$ cat config.mk
export PLATFORM = sky130hd
export DESIGN_NAME = serial_set_time_of_day_clock_flat
export DESIGN_NICKNAME = d
export VERILOG_FILES = /design/src/rtl/tod_pkg.sv /design/src/rtl/tod_if.sv /design/src/rtl/tod_core.sv /design/src/rtl/serial_set_time_of_day_clock.sv /design/src/flat_wrapper.sv
export SDC_FILE = /design/constraint.sdc
export NUM_CORES = 1
export LEC_CHECK = 0
export ABC_CLOCK_PERIOD_IN_PS = 3300
export BUFFER_PORTS_ARGS = -buffer_cell sky130_fd_sc_hd__buf_4
export CORE_ASPECT_RATIO = 0.75
export CORE_UTILIZATION = 60
export DETAILED_ROUTE_END_ITERATION = 8
export GPL_ROUTABILITY_DRIVEN = 0
export PLACE_DENSITY = 0.84
export SYNTH_ARGS = -nofsm -noshare
export SYNTH_HDL_FRONTEND = slang
export SYNTH_SLANG_ARGS = --single-unit
$ cat constraint.sdc
create_clock -name i_clk -period 3.3 [get_ports i_clk]
set_input_delay 0.495 -clock i_clk [delete_from_list [all_inputs] [get_ports i_clk]]
set_output_delay 0.495 -clock i_clk [all_outputs]
set_load 0.05 [all_outputs]
$ cat src/rtl/tod_pkg.sv
// Shared types, constants and helpers of the time-of-day clock.
package tod_pkg;

    localparam logic       CMD_TICK = 1'b0;
    localparam logic       CMD_BYTE = 1'b1;

    localparam logic [5:0] SEC_PER_MIN   = 6'd60;
    localparam logic [7:0] MIN_PER_HOUR  = 8'd60;
    localparam logic [7:0] HOURS_PER_DAY = 8'd24;
    localparam logic [7:0] ASCII_ZERO    = 8'd48;

    localparam logic [7:0] CHAR_H = 8'h68;
    localparam logic [7:0] CHAR_A = 8'h61;
    localparam logic [7:0] CHAR_C = 8'h63;
    localparam logic [7:0] CHAR_D = 8'h64;

    localparam logic [1:0] MODE_HANDS    = 2'd0;
    localparam logic [1:0] MODE_CURVED   = 2'd1;
    localparam logic [1:0] MODE_STRAIGHT = 2'd2;

    localparam logic [7:0] TPS_RESET    = 8'd5;
    localparam logic [7:0] MINUTE_RESET = 8'd10;
    localparam logic [7:0] HOUR_RESET   = 8'd11;

    // Set-sequence positions.
    localparam logic [2:0] POS_IDLE    = 3'd0;
    localparam logic [2:0] POS_H_TENS  = 3'd1;
    localparam logic [2:0] POS_H_UNITS = 3'd2;
    localparam logic [2:0] POS_M_TENS  = 3'd3;
    localparam logic [2:0] POS_M_UNITS = 3'd4;

    typedef struct packed {
        logic [7:0] hours;
        logic [7:0] minutes;
        logic [5:0] seconds;
        logic [1:0] display_mode;
    } t_tod_time;

    // Multiply by ten modulo 256 with two shifts and an add.
    function automatic logic [7:0] times_ten(input logic [7:0] value);
        return {value[4:0], 3'b000} + {value[6:0], 1'b0};
    endfunction

endpackage

$ cat src/rtl/tod_if.sv
// Valid/ready channel interfaces for input items and result items.
interface tod_in_if;
    logic       valid;
    logic       ready;
    logic       command;
    logic [7:0] rx_byte;

    modport source (output valid, output command, output rx_byte, input ready);
    modport sink   (input valid, input command, input rx_byte, output ready);
endinterface

interface tod_out_if;
    logic       valid;
    logic       ready;
    logic [7:0] hours;
    logic [7:0] minutes;
    logic [5:0] seconds;
    logic [1:0] display_mode;

    modport source (output valid, output hours, output minutes, output seconds,
                    output display_mode, input ready);
    modport sink   (input valid, input hours, input minutes, input seconds,
                    input display_mode, output ready);
endinterface

$ cat src/rtl/tod_core.sv
// Clock state registers and the single-item update logic.
module tod_core
    import tod_pkg::*;
(
    input  logic       i_clk,
    input  logic       i_rst_n,
    input  logic       i_step,
    input  logic       i_command,
    input  logic [7:0] i_rx_byte,
    input  logic [7:0] i_ticks_per_second,
    output t_tod_time  o_next
);

    logic [7:0] r_tick_count;
    logic [5:0] r_second_count;
    logic [7:0] r_minute_count;
    logic [7:0] r_hour_count;
    logic [1:0] r_mode_reg;
    logic [2:0] r_parse_position;
    logic [7:0] r_digit_store [3];

    logic [7:0] n_tick_count;
    logic [5:0] n_second_count;
    logic [7:0] n_minute_count;
    logic [7:0] n_hour_count;
    logic [1:0] n_mode_reg;
    logic [2:0] n_parse_position;

    logic [7:0] digit;
    logic [7:0] tick_inc;
    logic [5:0] sec_inc;
    logic [7:0] min_step;
    logic [7:0] hour_step;
    logic       store_digit;
    logic [1:0] store_index;

    assign digit       = i_rx_byte - ASCII_ZERO;
    assign tick_inc    = r_tick_count + 8'd1;
    assign store_index = r_parse_position[1:0] - 2'd1;

    always_comb begin
        n_tick_count     = r_tick_count;
        n_second_count   = r_second_count;
        n_minute_count   = r_minute_count;
        n_hour_count     = r_hour_count;
        n_mode_reg       = r_mode_reg;
        n_parse_position = r_parse_position;
        store_digit      = 1'b0;
        sec_inc          = r_second_count + 6'd1;
        min_step         = r_minute_count;
        hour_step        = r_hour_count;

        if (i_command == CMD_TICK) begin
            n_tick_count = tick_inc;
            if (tick_inc >= i_ticks_per_second) begin
                // One second passes; each roll check runs on every second.
                n_tick_count = 8'd0;
                if (sec_inc == SEC_PER_MIN) begin
                    n_second_count = 6'd0;
                    min_step       = r_minute_count + 8'd1;
                end else begin
                    n_second_count = sec_inc;
                end
                if (min_step == MIN_PER_HOUR) begin
                    min_step  = 8'd0;
                    hour_step = r_hour_count + 8'd1;
                end
                if (hour_step == HOURS_PER_DAY) begin
                    hour_step = 8'd0;
                end
                n_minute_count = min_step;
                n_hour_count   = hour_step;
            end
        end else begin
            case (r_parse_position)
                POS_IDLE: begin
                    if (i_rx_byte == CHAR_H) begin
                        n_parse_position = POS_H_TENS;
                    end else if (i_rx_byte == CHAR_A) begin
                        n_mode_reg = MODE_HANDS;
                    end else if (i_rx_byte == CHAR_C) begin
                        n_mode_reg = MODE_CURVED;
                    end else if (i_rx_byte == CHAR_D) begin
                        n_mode_reg = MODE_STRAIGHT;
                    end
                end
                POS_H_TENS, POS_H_UNITS, POS_M_TENS: begin
                    store_digit      = 1'b1;
                    n_parse_position = r_parse_position + 3'd1;
                end
                POS_M_UNITS: begin
                    n_parse_position = POS_IDLE;
                    n_hour_count     = times_ten(r_digit_store[0]) + r_digit_store[1];
                    n_minute_count   = times_ten(r_digit_store[2]) + digit;
                end
                default: begin
                    // Unreachable positions behave as idle, without the set command.
                    if (i_rx_byte == CHAR_A) begin
                        n_mode_reg = MODE_HANDS;
                    end else if (i_rx_byte == CHAR_C) begin
                        n_mode_reg = MODE_CURVED;
                    end else if (i_rx_byte == CHAR_D) begin
                        n_mode_reg = MODE_STRAIGHT;
                    end
                end
            endcase
        end
    end

    always_ff @(posedge i_clk) begin
        if (!i_rst_n) begin
            r_tick_count     <= 8'd0;
            r_second_count   <= 6'd0;
            r_minute_count   <= MINUTE_RESET;
            r_hour_count     <= HOUR_RESET;
            r_mode_reg       <= MODE_HANDS;
            r_parse_position <= POS_IDLE;
        end else if (i_step) begin
            r_tick_count     <= n_tick_count;
            r_second_count   <= n_second_count;
            r_minute_count   <= n_minute_count;
            r_hour_count     <= n_hour_count;
            r_mode_reg       <= n_mode_reg;
            r_parse_position <= n_parse_position;
        end
    end

    always_ff @(posedge i_clk) begin
        if (i_step && store_digit && (i_command == CMD_BYTE)) begin
            r_digit_store[store_index] <= digit;
        end
    end

    assign o_next.hours        = n_hour_count;
    assign o_next.minutes      = n_minute_count;
    assign o_next.seconds      = n_second_count;
    assign o_next.display_mode = n_mode_reg;

endmodule

$ cat src/rtl/serial_set_time_of_day_clock.sv
// Top level of the time-of-day clock: input register, state update, result register.
// Every input item, a sub-second tick or a received serial byte, yields one result item
// carrying the hours, minutes, seconds and display mode after that item. An item is
// registered at the input, then applied to the clock state and placed in the result
// register together, once that register is free or being emptied; one item is taken in
// every cycle while results are being taken. A stalled result register holds the pipeline,
// and the input keeps accepting while its own register is free or moving.
// The ticks-per-second register resets to 5 and should be written only while idle.
module serial_set_time_of_day_clock
    import tod_pkg::*;
(
    input  logic              i_clk,
    input  logic              i_rst_n,
    tod_in_if.sink            i_in,
    tod_out_if.source         o_out,
    input  logic              i_cfg_we,
    input  logic [7:0]        i_cfg_wdata
);

    logic       r_in_valid;
    logic       r_in_command;
    logic [7:0] r_in_rx_byte;
    logic       r_out_valid;
    t_tod_time  r_out;
    logic [7:0] r_ticks_per_second;

    logic       step;
    t_tod_time  next_time;

    // The registered item moves on when the result register is empty or being emptied.
    assign step       = r_in_valid && (!r_out_valid || o_out.ready);
    assign i_in.ready = !r_in_valid || step;

    tod_core u_core (
        .i_clk              (i_clk),
        .i_rst_n            (i_rst_n),
        .i_step             (step),
        .i_command          (r_in_command),
        .i_rx_byte          (r_in_rx_byte),
        .i_ticks_per_second (r_ticks_per_second),
        .o_next             (next_time)
    );

    always_ff @(posedge i_clk) begin
        if (!i_rst_n) begin
            r_ticks_per_second <= TPS_RESET;
        end else if (i_cfg_we) begin
            r_ticks_per_second <= i_cfg_wdata;
        end
    end

    always_ff @(posedge i_clk) begin
        if (!i_rst_n) begin
            r_in_valid <= 1'b0;
        end else if (i_in.ready) begin
            r_in_valid <= i_in.valid;
        end
    end

    always_ff @(posedge i_clk) begin
        if (i_in.valid && i_in.ready) begin
            r_in_command <= i_in.command;
            r_in_rx_byte <= i_in.rx_byte;
        end
    end

    always_ff @(posedge i_clk) begin
        if (!i_rst_n) begin
            r_out_valid <= 1'b0;
        end else if (step) begin
            r_out_valid <= 1'b1;
        end else if (o_out.ready) begin
            r_out_valid <= 1'b0;
        end
    end

    always_ff @(posedge i_clk) begin
        if (step) begin
            r_out <= next_time;
        end
    end

    assign o_out.valid        = r_out_valid;
    assign o_out.hours        = r_out.hours;
    assign o_out.minutes      = r_out.minutes;
    assign o_out.seconds      = r_out.seconds;
    assign o_out.display_mode = r_out.display_mode;

endmodule

$ cat src/flat_wrapper.sv
// flat-port wrapper written by rule: the top's interface ports become plain ports
module serial_set_time_of_day_clock_flat import tod_pkg::*;
  (i_clk, i_rst_n, i_cfg_we, i_cfg_wdata, i_in_valid, i_in_command, i_in_rx_byte, i_in_ready, o_out_valid, o_out_hours, o_out_minutes, o_out_seconds, o_out_display_mode, o_out_ready);
  tod_in_if i_in_i ();
  tod_out_if o_out_i ();
  input  logic i_clk;
  input  logic i_rst_n;
  input  logic i_cfg_we;
  input  logic [7:0] i_cfg_wdata;
  input wire logic [$bits(i_in_i.valid)-1:0] i_in_valid;
  input wire logic [$bits(i_in_i.command)-1:0] i_in_command;
  input wire logic [$bits(i_in_i.rx_byte)-1:0] i_in_rx_byte;
  output wire logic [$bits(i_in_i.ready)-1:0] i_in_ready;
  output wire logic [$bits(o_out_i.valid)-1:0] o_out_valid;
  output wire logic [$bits(o_out_i.hours)-1:0] o_out_hours;
  output wire logic [$bits(o_out_i.minutes)-1:0] o_out_minutes;
  output wire logic [$bits(o_out_i.seconds)-1:0] o_out_seconds;
  output wire logic [$bits(o_out_i.display_mode)-1:0] o_out_display_mode;
  input wire logic [$bits(o_out_i.ready)-1:0] o_out_ready;
  assign i_in_i.valid = i_in_valid;
  assign i_in_i.command = i_in_command;
  assign i_in_i.rx_byte = i_in_rx_byte;
  assign i_in_ready = i_in_i.ready;
  assign o_out_valid = o_out_i.valid;
  assign o_out_hours = o_out_i.hours;
  assign o_out_minutes = o_out_i.minutes;
  assign o_out_seconds = o_out_i.seconds;
  assign o_out_display_mode = o_out_i.display_mode;
  assign o_out_i.ready = o_out_ready;
  serial_set_time_of_day_clock u_core (.i_clk(i_clk), .i_rst_n(i_rst_n), .i_in(i_in_i), .o_out(o_out_i), .i_cfg_we(i_cfg_we), .i_cfg_wdata(i_cfg_wdata));
endmodule
==> impl_metrics.ini <==
[clocking]
clock_tree_from_tritoncts = yes
depth_of_the_cts_h_tree = 3
cts-buffers-inserted = 9
cts_sinks = 100
clock_tree.root_cell = sky130_fd_sc_hd__clkbuf_16
clock_transition_time_at_the_flip_flop_clock_pins_of_the_worst_setup_and_hold_paths_ps = 70
holdBufCountCts = 0
worst_skew_pair.late_latency_ps = 350
cts_buffer_depth = 2

[setup_path]
critPathKind = register to register
crit_slowest_cell = sky130_fd_sc_hd__or4_1
crit_path_cell_trace = and3_1, and3_4, nand3_1, xnor2_1, ha_1, nand2_1, nand2_1, a21oi_1, o21bai_1, or2_2, or4_1, a221oi_2, or2_1
worst-r2r-cell-count = 13
critical_path_peak_fanout = 6
path_delay_family = simple AND/OR/NAND/NOR gates
critPathCaptureType = register
critPathArrivalTime_ps = 3420
timing.critical_path.required_ps = 3520
crit_path_max_incr_delay_ps = 500
worst_r2r_endpoint = u_core.o_out.hours[3]
crit-reg2reg-launch = u_core.u_core.r_tick_count[2]
count_of_buffer_and_inverter_cells_on_the_critical_path = 0
crit_path_frequent_cell = sky130_fd_sc_hd__nand2_1
critical_path_source = u_core.u_core.r_tick_count[2]
worstSetupStartpointType = register
timing.reg2reg.setup_slack_ps = 100

[power_and_ir_drop]
power.density_cell_area_nw_per_um2 = 416
static-leakage-power_uw = 0.00260
worst_vdd_rail_ir_drop_uv = 418

[synth]
synth-seq-cells = 100
syn_area_per_cell_sq_um = 9.87
synth-seq-area-share = 0.447
ys.flop_type = sky130_fd_sc_hd__edfxtp_1
synth.cell_area_sq_um = 5710
synth_edf_count = 55
ys_async_sr_fraction = 0
post_synth_num_cell_types = 72
post_synth_inst_count = 578
synth_fp_nets = 646
yosys_warnings = 0

[job]
maxcap_violations = 0

[route]
post_drt_via_cell_ratio = 6.20
detail_route.iter0.violations = 498
dr_total_vias = 4672
avgRoutedWirePerCell_microns = 17.1
detail_route.first_pass.iterations = 5
detail_route.wirelength_microns = 12900
remaining_drc_errors = 0
antenna_left = 0

[global_routing]
first_pass_grt_wire_length_microns = 20900
globalRoute.totalOverflow = 0
antenna_found_initial = 0
global_route_usage_over_all_layers = 0.277
grt_pass1_vias = 4391
grt_start_max_net_pins = 27

[placement]
hpwl_microns = 9070
buffer_ports.inserted = 47
placed_area_sq_um = 6180

[floorplanning]
std_cell_rows = 30
starting_density_of_the_core = 0.626
area_of_the_die_sq_um = 9910
core_sq_um = 9120
boundaryPins = 48
floorplan.die.width_microns = 115
die_height_microns = 86.5

[timing]
fmax_ghz = 0.313
slew-limit-headroom = 0.469
final-max-slew-violation-count = 0
finalWorstPathRequiredPeriod_ps = 3200
slew_of_the_pin_with_the_lowest_slew_margin_ps = 796
finalSetupViolations = 0
skew_ps = 7.99
fin_worst_hold_slack_ps = 320
post-route-period-util = 0.969
hold_violations = 0

[worst_hold_path]
hold_start = i_in_command
timing.hold.worst.class = input port to register
min_delay_path_depth = 1
worst_min_delay_path_endpoint = u_core.r_in_command

[run_status]
result_of_the_run = finished, final reports clean

[layout]
largest_register = u_core.u_core.r_digit_store
antenna_cells_inserted = 0
syn2layout_area_growth_pct = 14.3
num-nets-final = 688
layout.filler_cells = 653
largest_register_ff_count = 22
finalInstanceArea_sq_um = 6530
ff_latch_area_sq_um = 2550
drive_gt1_frac = 0.157
multi_input_comb_area_sq_um = 2940
## cell usage in the layout, fill, tap and decap left out, drive strengths merged, types with 4 or more instances in the layout
cell    netlist  routed
xor2          9       9
buf           2      56
a22oi         4       4
clkbuf       23      12
and3          5       5
dfxtp        45      45
a21o          9       9
nor2         59      59
inv          37      38
a31oi        10      10
ha           36      36
edfxtp       55      55
nand4         6       6
and2         11      11
nand3        18      18
nand2        51      51
a211oi        5       5
mux2i        10      10
or3           4       4
nor3b         5       5
o21ai        25      25
nand2b        7       7
o21bai        6       6
a21oi        39      39
o21a          8       8
xnor2        20      20
o221a         4       4
nor3         10      10
fa           10      10
## synthesized netlist by cell type, types with 9 or more instances
| library cell | count | area (sq um) |
|---|---|---|
| sky130_fd_sc_hd__a21o_1 | 9 | 67.6 |
| sky130_fd_sc_hd__a21oi_1 | 37 | 185 |
| sky130_fd_sc_hd__a31oi_1 | 10 | 62.6 |
| sky130_fd_sc_hd__and2_1 | 11 | 68.8 |
| sky130_fd_sc_hd__clkbuf_1 | 22 | 82.6 |
| sky130_fd_sc_hd__dfxtp_1 | 45 | 901 |
| sky130_fd_sc_hd__edfxtp_1 | 55 | 1650 |
| sky130_fd_sc_hd__fa_1 | 10 | 200 |
| sky130_fd_sc_hd__ha_1 | 36 | 450 |
| sky130_fd_sc_hd__inv_1 | 37 | 139 |
| sky130_fd_sc_hd__mux2i_1 | 10 | 100 |
| sky130_fd_sc_hd__nand2_1 | 50 | 188 |
| sky130_fd_sc_hd__nand3_1 | 18 | 90.1 |
| sky130_fd_sc_hd__nor2_1 | 59 | 221 |
| sky130_fd_sc_hd__nor3_1 | 10 | 50.1 |
| sky130_fd_sc_hd__o21ai_0 | 23 | 115 |
| sky130_fd_sc_hd__xnor2_1 | 20 | 175 |
| sky130_fd_sc_hd__xor2_1 | 9 | 78.8 |
## per-layer routing
layer / vias up / global-route usage / share of wire
li1: 2147 / - / -
met3: 46 / 0.0517 / 0.087
met4: 0 / 0.128 / 0.030
met1: 2218 / 0.372 / 0.42
met2: 261 / 0.440 / 0.46
met5: - / 0 / 0
## area by class of cell
class | instances | share of cell area
clock buffers | 12 | 0.0428
clock inverters | 4 | 0.00422
inverters | 37 | 0.0213
multi-input cells | 416 | 0.451
flip-flops and latches | 100 | 0.392
well taps | 128 | 0.0245
repair buffers | 56 | 0.0644
## worst register-to-register path, stage by stage, from the launching register on
cell and delay (ps):
sky130_fd_sc_hd__dfxtp_2 390, sky130_fd_sc_hd__and3_1 200, sky130_fd_sc_hd__and3_4 220, sky130_fd_sc_hd__nand3_1 120, sky130_fd_sc_hd__xnor2_1 180, sky130_fd_sc_hd__ha_1 310, sky130_fd_sc_hd__nand2_1 70, sky130_fd_sc_hd__nand2_1 90
sky130_fd_sc_hd__a21oi_1 40, sky130_fd_sc_hd__o21bai_1 170, sky130_fd_sc_hd__or2_2 360, sky130_fd_sc_hd__or4_1 500, sky130_fd_sc_hd__a221oi_2 260, sky130_fd_sc_hd__or2_1 140
## per-stage QoR
step | cells | worst slack, ps | setup TNS, ps | power (uW) | utilization
floorplan | 578 | 366 | 0 | 1590 | -
global placement | 736 | 314 | 0 | 1670 | 0.678
detailed placement | 736 | 185 | 0 | 1680 | 0.678
CTS | 752 | 122 | 0 | 2720 | 0.712
global route | 753 | -48.2 | -85.2 | 2810 | 0.715
finish | 753 | 101 | 0 | 2710 | 0.715
## power breakdown
group	leakage (uW)	total [uW]	switching (uW)	internal, uW
combinational	0.00158	270	167	103
sequential	0.000875	1390	36.4	1350
clock	0.000153	1050	450	605
## kinds of logic after synthesis
group           after synthesis  synth area share
compound gates              141             0.175
flops                       100             0.447
xor+xnor                     29            0.0445
buf+inv                      62            0.0412
fa+ha+maj                    46             0.114
simple gates                189             0.159
mux                          11            0.0195
## what timing repair did
item	4_1_cts	5_1_grt
gates resized for setup	0	8
setup endpoints to repair	0	20
buffers inserted	0	1
## worst max path at each step
stage                                                 end  slack, ps  depth (start not counted)
after detailed placement            u_core.o_out.hours[3]        190                         13
after CTS                           u_core.o_out.hours[3]        120                         13
after floorplan           u_core.u_core.r_second_count[3]        370                         15
after global routing                u_core.o_out.hours[3]        -50                         13
final                               u_core.o_out.hours[3]        100                         13
after global placement              u_core.o_out.hours[3]        310                         13
Power figures use the tool's default switching activity.
